===== src/rtl/vsbc_pkg.sv =====
package vsbc_pkg;

    // Field widths
    localparam int KIND_W    = 2;
    localparam int CYC_W     = 16;
    localparam int LID_W     = 3;
    localparam int SEL_W     = 2;
    localparam int TVAL_W    = 24;
    localparam int IRQ_W     = 11;
    localparam int LINE_W    = 10;
    localparam int LCOUNT_W  = 11;
    localparam int CNT_W     = 32;
    localparam int RTMR_W    = 25;
    localparam int LTMR_W    = 18;
    localparam int CFG_IDX_W = 3;
    localparam int CFG_DAT_W = 16;

    // Timers
    localparam int RTMR_COUNT = 4;
    localparam int LIST_COUNT = 5;
    localparam logic [LTMR_W-1:0] LIST_DELAY = LTMR_W'(200);

    // Item kinds
    localparam logic [KIND_W-1:0] KIND_TICK      = 2'd0;
    localparam logic [KIND_W-1:0] KIND_LIST_END  = 2'd1;
    localparam logic [KIND_W-1:0] KIND_ARM_TIMER = 2'd2;

    // Render timer selects
    localparam logic [SEL_W-1:0] TMR_COMBINED = 2'd0;
    localparam logic [SEL_W-1:0] TMR_ISP      = 2'd1;
    localparam logic [SEL_W-1:0] TMR_TSP      = 2'd2;
    localparam logic [SEL_W-1:0] TMR_VIDEO    = 2'd3;

    // Interrupt bit positions
    localparam int IRQ_SCAN1  = 0;
    localparam int IRQ_SCAN2  = 1;
    localparam int IRQ_VBLANK = 2;
    localparam int IRQ_DONE   = 3;
    localparam int IRQ_ISP    = 4;
    localparam int IRQ_VIDEO  = 5;
    localparam int IRQ_LIST   = 6;

    // Register indexes
    localparam logic [CFG_IDX_W-1:0] CFG_CYC_PER_LINE = 3'd0;
    localparam logic [CFG_IDX_W-1:0] CFG_LINE_COUNT   = 3'd1;
    localparam logic [CFG_IDX_W-1:0] CFG_SCAN_IRQ_ONE = 3'd2;
    localparam logic [CFG_IDX_W-1:0] CFG_SCAN_IRQ_TWO = 3'd3;
    localparam logic [CFG_IDX_W-1:0] CFG_VBLANK_START = 3'd4;
    localparam logic [CFG_IDX_W-1:0] CFG_VBLANK_END   = 3'd5;
    localparam logic [CFG_IDX_W-1:0] CFG_INTERLACE    = 3'd6;
    localparam logic [CFG_IDX_W-1:0] CFG_DELAY_MODE   = 3'd7;

    // Line counter restarts one before line 0
    localparam logic [LINE_W-1:0]   LINE_RESET   = '1;
    localparam logic [LCOUNT_W-1:0] LCOUNT_RESET = 11'd512;

    typedef struct packed {
        logic [KIND_W-1:0] kind;
        logic [CYC_W-1:0]  cycles;
        logic [LID_W-1:0]  list_id;
        logic [SEL_W-1:0]  timer_select;
        logic [TVAL_W-1:0] timer_value;
    } in_item_t;

    typedef struct packed {
        logic [IRQ_W-1:0]  irq_bits;
        logic              render_finished;
        logic [LINE_W-1:0] scanline_now;
        logic              in_vblank;
        logic              field_bit;
    } out_item_t;

    typedef struct packed {
        logic [CYC_W-1:0]    cyc_per_line;
        logic [LCOUNT_W-1:0] line_count;
        logic [LINE_W-1:0]   scan_irq_one_line;
        logic [LINE_W-1:0]   scan_irq_two_line;
        logic [LINE_W-1:0]   vblank_start_line;
        logic [LINE_W-1:0]   vblank_end_line;
        logic                interlace_on;
        logic                delay_mode;
    } cfg_t;

    // Beam unit result: scan/vblank irqs and status after the item
    typedef struct packed {
        logic [2:0]        irq_scan;
        logic [LINE_W-1:0] scanline;
        logic              vblank;
        logic              field;
    } line_res_t;

    // Timer unit result
    typedef struct packed {
        logic [IRQ_W-1:0] irq;
        logic             fin;
    } tmr_res_t;

endpackage


===== src/rtl/vsbc_line.sv =====
module vsbc_line (
    input  logic                      clk,
    input  logic                      rst_n,
    input  logic                      fire,
    input  logic                      tick,
    input  logic [vsbc_pkg::CYC_W-1:0] cycles,
    input  vsbc_pkg::cfg_t            cfg,
    output vsbc_pkg::line_res_t       res
);
    import vsbc_pkg::*;

    logic [CNT_W-1:0]    cnt_reg, cnt_next;
    logic [LINE_W-1:0]   line_reg, line_adv;
    logic                vblank_reg, vblank_adv;
    logic                field_reg, field_adv;
    logic [CNT_W:0]      diff;
    logic [CNT_W-1:0]    sat;
    logic [CNT_W-1:0]    lc_ext;
    logic                below;
    logic                adv;
    logic [LCOUNT_W-1:0] step;

    always_comb
    begin
        lc_ext = {{(CNT_W-CYC_W){1'b0}}, cfg.cyc_per_line};
        diff   = {cnt_reg[CNT_W-1], cnt_reg} - {{(CNT_W-CYC_W+1){1'b0}}, cycles};
        // clamp at the most negative 32-bit value
        sat    = (diff[CNT_W] & ~diff[CNT_W-1]) ? {1'b1, {(CNT_W-1){1'b0}}}
                                                : diff[CNT_W-1:0];
        below  = $signed(sat) < $signed(lc_ext);
        cnt_next = below ? (sat + lc_ext) : sat;
        adv    = tick & below;

        step     = {1'b0, line_reg} + LCOUNT_W'(1);
        line_adv = (step >= cfg.line_count || step[LCOUNT_W-1]) ? '0 : step[LINE_W-1:0];

        vblank_adv = vblank_reg;
        if (cfg.vblank_start_line == line_adv)
        begin
            vblank_adv = 1'b1;
        end
        if (cfg.vblank_end_line == line_adv)
        begin
            vblank_adv = 1'b0;
        end
        field_adv = cfg.interlace_on & ~field_reg;

        res.irq_scan = '0;
        if (adv)
        begin
            res.irq_scan[IRQ_SCAN1]  = (cfg.scan_irq_one_line == line_adv);
            res.irq_scan[IRQ_SCAN2]  = (cfg.scan_irq_two_line == line_adv);
            res.irq_scan[IRQ_VBLANK] = (cfg.vblank_start_line == line_adv);
        end
        res.scanline = adv ? line_adv   : line_reg;
        res.vblank   = adv ? vblank_adv : vblank_reg;
        res.field    = adv ? field_adv  : field_reg;
    end

    always_ff @(posedge clk or negedge rst_n)
    begin
        if (!rst_n)
        begin
            cnt_reg    <= '0;
            line_reg   <= LINE_RESET;
            vblank_reg <= 1'b0;
            field_reg  <= 1'b0;
        end
        else if (fire && tick)
        begin
            cnt_reg <= cnt_next;
            if (adv)
            begin
                line_reg   <= line_adv;
                vblank_reg <= vblank_adv;
                field_reg  <= field_adv;
            end
        end
    end

endmodule


===== src/rtl/vsbc_timers.sv =====
module vsbc_timers (
    input  logic                clk,
    input  logic                rst_n,
    input  logic                fire,
    input  vsbc_pkg::in_item_t  item,
    input  logic                delay_mode,
    output vsbc_pkg::tmr_res_t  res
);
    import vsbc_pkg::*;

    logic [RTMR_W-1:0]     rt_reg   [RTMR_COUNT];
    logic [RTMR_W-1:0]     rt_next  [RTMR_COUNT];
    logic [RTMR_W-1:0]     rt_dec   [RTMR_COUNT];
    logic [RTMR_COUNT-1:0] rt_exp;
    logic [LTMR_W-1:0]     lt_reg   [LIST_COUNT];
    logic [LTMR_W-1:0]     lt_next  [LIST_COUNT];
    logic [LTMR_W-1:0]     lt_dec   [LIST_COUNT];
    logic [LIST_COUNT-1:0] pend_reg, pend_next;
    logic                  tick, list_end, arm;

    always_comb
    begin
        tick     = (item.kind == KIND_TICK);
        list_end = (item.kind == KIND_LIST_END);
        arm      = (item.kind == KIND_ARM_TIMER);
        res      = '0;

        for (int r = 0; r < RTMR_COUNT; r++)
        begin
            rt_dec[r]  = rt_reg[r] - {{(RTMR_W-CYC_W){1'b0}}, item.cycles};
            rt_next[r] = rt_reg[r];
            rt_exp[r]  = 1'b0;
            // only a running (positive) timer counts down
            if (tick && $signed(rt_reg[r]) > 0)
            begin
                rt_next[r] = rt_dec[r];
                rt_exp[r]  = $signed(rt_dec[r]) <= 0;
            end
            if (arm && item.timer_select == SEL_W'(r))
            begin
                rt_next[r] = {{(RTMR_W-TVAL_W){1'b0}}, item.timer_value};
            end
        end

        if (rt_exp[TMR_COMBINED])
        begin
            res.irq[IRQ_DONE]  = 1'b1;
            res.irq[IRQ_ISP]   = 1'b1;
            res.irq[IRQ_VIDEO] = 1'b1;
            res.fin            = 1'b1;
        end
        if (rt_exp[TMR_ISP])
        begin
            res.irq[IRQ_ISP] = 1'b1;
        end
        if (rt_exp[TMR_TSP])
        begin
            res.irq[IRQ_DONE] = 1'b1;
        end
        if (rt_exp[TMR_VIDEO])
        begin
            res.irq[IRQ_VIDEO] = 1'b1;
            res.fin            = 1'b1;
        end

        pend_next = pend_reg;
        for (int i = 0; i < LIST_COUNT; i++)
        begin
            lt_dec[i]  = lt_reg[i] - {{(LTMR_W-CYC_W){1'b0}}, item.cycles};
            lt_next[i] = lt_reg[i];
            if (tick && pend_reg[i])
            begin
                lt_next[i] = lt_dec[i];
                if ($signed(lt_dec[i]) <= 0)
                begin
                    pend_next[i] = 1'b0;
                    if (IRQ_LIST + i < IRQ_W)
                    begin
                        res.irq[IRQ_LIST + i] = 1'b1;
                    end
                end
            end
            if (list_end && item.list_id == LID_W'(i))
            begin
                if (!delay_mode)
                begin
                    if (IRQ_LIST + i < IRQ_W)
                    begin
                        res.irq[IRQ_LIST + i] = 1'b1;
                    end
                end
                else
                begin
                    lt_next[i]   = LIST_DELAY;
                    pend_next[i] = 1'b1;
                end
            end
        end
    end

    always_ff @(posedge clk or negedge rst_n)
    begin
        if (!rst_n)
        begin
            for (int r = 0; r < RTMR_COUNT; r++)
            begin
                rt_reg[r] <= '0;
            end
            for (int i = 0; i < LIST_COUNT; i++)
            begin
                lt_reg[i] <= '0;
            end
            pend_reg <= '0;
        end
        else if (fire)
        begin
            for (int r = 0; r < RTMR_COUNT; r++)
            begin
                rt_reg[r] <= rt_next[r];
            end
            for (int i = 0; i < LIST_COUNT; i++)
            begin
                lt_reg[i] <= lt_next[i];
            end
            pend_reg <= pend_next;
        end
    end

endmodule


===== src/rtl/video_sync_beam_counter_irq_top.sv =====
// Channel  | Dir | Handshake                 | Payload
// ---------+-----+---------------------------+--------------------------------
// item     | in  | item_valid / item_ready   | vsbc_pkg::in_item_t
// result   | out | result_valid/result_ready | vsbc_pkg::out_item_t
// cfg      | in  | cfg_valid / cfg_ready     | cfg_index (3b), cfg_data (16b)
//
// One item per clock sustained while result_ready stays high. An item enters
// the input register, is worked through the beam and timer units in a single
// pass and lands in the result register once that is free or drains.
// Reset (rst_n, async, low) clears all counters, timers and valid flags; the
// scanline restarts one before line 0 and registers take their defaults.
// A stalled result holds the input register; once that is full the item
// channel stalls too. cfg_ready is always high.
module video_sync_beam_counter_irq_top (
    input  logic                             clk,
    input  logic                             rst_n,
    input  logic                             item_valid,
    output logic                             item_ready,
    input  vsbc_pkg::in_item_t               item,
    output logic                             result_valid,
    input  logic                             result_ready,
    output vsbc_pkg::out_item_t              result,
    input  logic                             cfg_valid,
    output logic                             cfg_ready,
    input  logic [vsbc_pkg::CFG_IDX_W-1:0]   cfg_index,
    input  logic [vsbc_pkg::CFG_DAT_W-1:0]   cfg_data
);
    import vsbc_pkg::*;

    cfg_t      cfg_reg;
    in_item_t  item_reg;
    logic      item_valid_reg;
    out_item_t res_reg, res_next;
    logic      res_valid_reg;
    logic      advance;
    logic      is_tick;
    line_res_t line_res;
    tmr_res_t  tmr_res;

    // Input register moves on whenever the result register is free or drains
    assign advance    = item_valid_reg & (~res_valid_reg | result_ready);
    assign item_ready = ~item_valid_reg | advance;
    assign is_tick    = (item_reg.kind == KIND_TICK);
    assign cfg_ready  = 1'b1;

    vsbc_line u_line (
        .clk    (clk),
        .rst_n  (rst_n),
        .fire   (advance),
        .tick   (is_tick),
        .cycles (item_reg.cycles),
        .cfg    (cfg_reg),
        .res    (line_res)
    );

    vsbc_timers u_timers (
        .clk        (clk),
        .rst_n      (rst_n),
        .fire       (advance),
        .item       (item_reg),
        .delay_mode (cfg_reg.delay_mode),
        .res        (tmr_res)
    );

    always_comb
    begin
        res_next.irq_bits        = tmr_res.irq | {{(IRQ_W-3){1'b0}}, line_res.irq_scan};
        res_next.render_finished = tmr_res.fin;
        res_next.scanline_now    = line_res.scanline;
        res_next.in_vblank       = line_res.vblank;
        res_next.field_bit       = line_res.field;
    end

    // Input register
    always_ff @(posedge clk or negedge rst_n)
    begin
        if (!rst_n)
        begin
            item_valid_reg <= 1'b0;
        end
        else if (item_ready)
        begin
            item_valid_reg <= item_valid;
        end
    end

    always_ff @(posedge clk)
    begin
        if (item_valid && item_ready)
        begin
            item_reg <= item;
        end
    end

    // Result register
    always_ff @(posedge clk or negedge rst_n)
    begin
        if (!rst_n)
        begin
            res_valid_reg <= 1'b0;
        end
        else if (advance)
        begin
            res_valid_reg <= 1'b1;
        end
        else if (result_ready)
        begin
            res_valid_reg <= 1'b0;
        end
    end

    always_ff @(posedge clk)
    begin
        if (advance)
        begin
            res_reg <= res_next;
        end
    end

    assign result_valid = res_valid_reg;
    assign result       = res_reg;

    // Register file
    always_ff @(posedge clk or negedge rst_n)
    begin
        if (!rst_n)
        begin
            cfg_reg.cyc_per_line      <= '0;
            cfg_reg.line_count        <= LCOUNT_RESET;
            cfg_reg.scan_irq_one_line <= '0;
            cfg_reg.scan_irq_two_line <= '0;
            cfg_reg.vblank_start_line <= '0;
            cfg_reg.vblank_end_line   <= '0;
            cfg_reg.interlace_on      <= 1'b0;
            cfg_reg.delay_mode        <= 1'b0;
        end
        else if (cfg_valid && cfg_ready)
        begin
            unique case (cfg_index)
                CFG_CYC_PER_LINE: cfg_reg.cyc_per_line      <= cfg_data;
                CFG_LINE_COUNT:   cfg_reg.line_count        <= cfg_data[LCOUNT_W-1:0];
                CFG_SCAN_IRQ_ONE: cfg_reg.scan_irq_one_line <= cfg_data[LINE_W-1:0];
                CFG_SCAN_IRQ_TWO: cfg_reg.scan_irq_two_line <= cfg_data[LINE_W-1:0];
                CFG_VBLANK_START: cfg_reg.vblank_start_line <= cfg_data[LINE_W-1:0];
                CFG_VBLANK_END:   cfg_reg.vblank_end_line   <= cfg_data[LINE_W-1:0];
                CFG_INTERLACE:    cfg_reg.interlace_on      <= cfg_data[0];
                CFG_DELAY_MODE:   cfg_reg.delay_mode        <= cfg_data[0];
                default:          ;
            endcase
        end
    end

endmodule


===== config.mk =====
export PLATFORM = sky130hd
export DESIGN_NAME = video_sync_beam_counter_irq_top
export DESIGN_NICKNAME = d
export VERILOG_FILES = /design/src/rtl/vsbc_pkg.sv /design/src/rtl/vsbc_line.sv /design/src/rtl/vsbc_timers.sv /design/src/rtl/video_sync_beam_counter_irq_top.sv
export SDC_FILE = /design/constraint.sdc
export NUM_CORES = 1
export LEC_CHECK = 0
export ABC_AREA = 1
export BUFFER_PORTS_ARGS = -buffer_cell sky130_fd_sc_hd__buf_4
export CAP_MARGIN = 30
export CORE_ASPECT_RATIO = 1.2
export CORE_MARGIN = 10
export CORE_UTILIZATION = 62
export CTS_CLUSTER_SIZE = 30
export DETAILED_ROUTE_END_ITERATION = 12
export HOLD_SLACK_MARGIN = 0.03
export PLACE_DENSITY_LB_ADDON = 0.3
export SLEW_MARGIN = 20
export SYNTH_ARGS = -nofsm -noshare
export SYNTH_HDL_FRONTEND = slang
export SYNTH_SLANG_ARGS = --single-unit

===== constraint.sdc =====
create_clock -name clk -period 6.65 [get_ports clk]
set_input_delay 0.665 -clock clk [delete_from_list [all_inputs] [get_ports clk]]
set_output_delay 0.665 -clock clk [all_outputs]
set_load 0.1 [all_outputs]

==> impl_metrics.ini <==
[status]
outcome = finished clean

[synthesis]
synth_compound_area_share_pct = 15.3
synth_seq_cells = 381
yosys_warnings = 0
netlist_instances = 3814
postSynthNetCount = 4098
post_synthesis_xor_xnor_area_fraction_pct = 6.59
post_synth_instance_area_um2 = 28200
synth-seq-area-share_pct = 35.2
main_combinational_cell_family_by_area_after_synthesis = simple AND/OR/NAND/NOR gates
post_synth_mux_area_share_pct = 0
synth-simple-area-share_pct = 25.4
post_synth_fa_ha_maj_area_fraction_pct = 9.75
yosys_most_used_dff = sky130_fd_sc_hd__dfrtp_1
synthArstFlopShare_pct = 81.4
ys_types = 60
syn_avg_cell_area_um2 = 7.39
synth-edff-count = 71

[worst_setup_path]
regToRegSetupSlack_ns = 0.94
worst_path_max_delay_cell = sky130_fd_sc_hd__edfxtp_1
start_kind = register
crit_path_frequent_cell = sky130_fd_sc_hd__nand2_1
timing.critical_path.arrival_ns = 6.23
critical_path.reg2reg.endpoint = u_line.line_reg[2]$_DFFE_PN1P_
worstSetupStartpoint = item_reg[29]$_DFFE_PP_
setup.worst_path.end = u_line.line_reg[2]$_DFFE_PN1P_
worst_ep_required_time_ns = 7.18
path_class = reg2reg
cp-end-kind = register
slowest_delay_ns = 0.72
timing.reg2reg.worst_path_depth = 30
crit_path_max_fanout = 50
regToRegStartpoint = item_reg[29]$_DFFE_PP_

[cells_and_area]
finalNetCount = 4191
n_fill_cell = 3880
drive_gt1_share_pct = 6.90
syn_to_final_growth_pct = 10.3
most_common_cell_after_layout_fill_and_taps_aside = sky130_fd_sc_hd__nand2_1
final_cell_mix = sky130_fd_sc_hd__nand2_1 (965), sky130_fd_sc_hd__inv_1 (478), sky130_fd_sc_hd__nor2_1 (321)
antenna_cells = 0
number_of_flip_flops_under_the_largest_register_name = 100

[routing]
dr.first_iter.drc_count = 2113
vias_per_cell = 5.79
drc_errors = 0
postRouteAntennaNets = 0
drt_pre_antenna_iters = 8
drt-total-wl_um = 82000
detailroute.via_count = 26359
wl_per_cell_um = 18.0

[floorplanning]
floorplan.die_area_um2 = 54400
core_area_um2 = 44900
io-pin-count = 98
die_w_um = 215
initial_core_util_pct = 62.8
row_count = 85
chipHeight_um = 254

[grt]
number_of_global_route_vias_before_repair = 25380
antenna_found_initial = 0
grt_first_pass_wirelength_um = 130000
grt_start_max_net_pins = 104
overall_overflow_remaining_after_global_route = 0
global_route.usage.total_pct = 29.4

[power_and_ir_drop]
power_density_nw_per_um2 = 492
power.static_leakage_nw = 15.6
vdd.ir_drop.worst_mv = 0.317

[clock_tree]
number_of_buffers_added_by_the_clock_tree_synthesis_step = 43
clkSlewWorstSetupHoldPaths_ns = 0.06
cts_repair_resize_count = 0
cts_hold_buffers = 0
ctsLongestPathBuffers = 3
insertion_delay_ns = 0.59
cts_num_sinks = 381
htree_levels = 2
clk_root_buffer_cell = sky130_fd_sc_hd__clkbuf_16
post_cts_buffers = 0
cts_tree = built

[sta]
fin_worst_setup_slack_ns = 0.944
slew_headroom_pct = 39.8
timing.clock.skew_ns = 0.0319
timing.fmax_mhz = 175
finalSetupViolations = 0
rsz_0062_raised_after_global_routing = no
final-max-slew-violation-count = 0
final-hold-violation-count = 0
timing_worst_slew_pin_value_ns = 0.902
final_period_minus_worst_setup_slack_ns = 5.71
final.period_utilization_pct = 85.8
setup_tns_ns = 0

[placed_design]
port_buffers = 96
post_placement_worst_setup_slack_ns = 1.07
place.detailed.hpwl_um = 59200
finalWeightedCongestion = 0.971

[job]
max_cap_violations = 0

[hold_path]
hold_path_class = in2async
==> cell type report <==
cell class	instances	area, µm²	area share, %
clock buffer	64	1280	4.11
timing repair buffer	127	988	3.18
tap	609	762	2.45
clock inverter	16	223	0.717
inverter	490	1840	5.92
multi-input combinational	2864	16100	51.8
sequential	381	9900	31.9
==> metrics by stage <==
stage	utilization (%)	cells	power, W	instance area, µm²	hold WS, ns
2_1_floorplan	-	3814	0.0105	28200	0.369
3_3_place_gp	65.8	4469	0.0124	29500	0.454
3_5_place_dp	65.8	4469	0.0125	29500	0.458
4_1_cts	69.2	4549	0.0152	31000	0.141
5_1_grt	69.3	4551	0.0166	31100	0.153
6_report	69.3	4551	0.0153	31100	0.0738
==> critical path: cells and delay by family (launching register included) <==
kind / cells / cell delay (ns)
DFF: 1 / 0.72
adders and majority gates: 3 / 1.03
AOI/OAI and AO/OA: 3 / 0.62
buffers and inverters: 2 / 0.14
and+or+nand+nor: 22 / 3.11
==> synth_stat cells (4+ instances only) <==
library cell	number	share of area, %
sky130_fd_sc_hd__nor3_1	45	0.80
sky130_fd_sc_hd__xnor2_1	86	2.7
sky130_fd_sc_hd__dfrtp_1	299	27
sky130_fd_sc_hd__a22o_1	4	0.12
sky130_fd_sc_hd__nand3b_1	13	0.35
sky130_fd_sc_hd__edfxtp_1	71	7.6
sky130_fd_sc_hd__o221ai_1	8	0.25
sky130_fd_sc_hd__clkinv_1	7	0.093
sky130_fd_sc_hd__inv_1	479	6.4
sky130_fd_sc_hd__nor2_1	322	4.3
sky130_fd_sc_hd__xor2_1	126	3.9
sky130_fd_sc_hd__nand3_1	202	3.6
sky130_fd_sc_hd__dfstp_2	11	1.0
sky130_fd_sc_hd__buf_6	6	0.24
sky130_fd_sc_hd__o211ai_1	47	1.3
sky130_fd_sc_hd__o31ai_1	5	0.13
sky130_fd_sc_hd__nor2_2	7	0.16
sky130_fd_sc_hd__nor3b_1	6	0.16
sky130_fd_sc_hd__a21oi_1	225	4.0
sky130_fd_sc_hd__o21a_1	11	0.29
sky130_fd_sc_hd__a211oi_1	18	0.48
sky130_fd_sc_hd__ha_1	202	9.0
sky130_fd_sc_hd__o22ai_1	16	0.36
sky130_fd_sc_hd__a221oi_1	4	0.12
sky130_fd_sc_hd__nand2_2	18	0.40
sky130_fd_sc_hd__buf_2	6	0.11
sky130_fd_sc_hd__nor4_1	35	0.78
sky130_fd_sc_hd__o21ai_0	279	5.0
sky130_fd_sc_hd__nand4_1	59	1.3
sky130_fd_sc_hd__or2_2	16	0.36
sky130_fd_sc_hd__o21bai_1	36	0.96
sky130_fd_sc_hd__o211ai_2	7	0.31
sky130_fd_sc_hd__a31oi_1	22	0.49
sky130_fd_sc_hd__clkbuf_1	60	0.80
sky130_fd_sc_hd__buf_1	6	0.080
sky130_fd_sc_hd__nand2_1	965	13
sky130_fd_sc_hd__a21boi_0	26	0.69
sky130_fd_sc_hd__a21o_1	14	0.37
sky130_fd_sc_hd__fa_1	11	0.78
sky130_fd_sc_hd__inv_2	4	0.053
==> worst min path at each step <==
stage / from / endpoint / slack (ns) / cells past startpoint
final: rst_n / u_timers.rt_reg[72]$_DFFE_PN0P_ / 0.07 / 1
after global placement: u_timers.pend_reg[2]$_DFFE_PN0P_ / u_timers.pend_reg[2]$_DFFE_PN0P_ / 0.45 / 2
after CTS: rst_n / u_timers.rt_reg[73]$_DFFE_PN0P_ / 0.14 / 1
after floorplan: rst_n / cfg_reg[0]$_DFFE_PN0P_ / 0.37 / 0
after global routing: rst_n / u_timers.rt_reg[73]$_DFFE_PN0P_ / 0.15 / 1
after detailed placement: u_timers.pend_reg[3]$_DFFE_PN0P_ / u_timers.pend_reg[3]$_DFFE_PN0P_ / 0.46 / 2
==> cells by family after synthesis <==
logic type      count (synthesis)
flops                         381
other cells                     1
simple gates                 1700
xor+xnor                      212
fa+ha+maj                     213
buf+inv                       569
compound gates                738
==> layer usage <==
layer,routed length (µm),global-route usage [%],vias up
li1,-,-,12859
met1,32800,35.1,12270
met2,38800,50.4,967
met3,5200,3.91,263
met4,5160,17.1,0
met5,0,0,-
==> power by group <==
| group | internal [W] | total, W | switching (W) |
|---|---|---|---|
| combinational | 0.00311 | 0.00897 | 0.00586 |
| clock | 0.00152 | 0.00254 | 0.00102 |
| sequential | 0.00316 | 0.00378 | 0.000620 |
No activity file was read; power rests on OpenSTA's default activity.
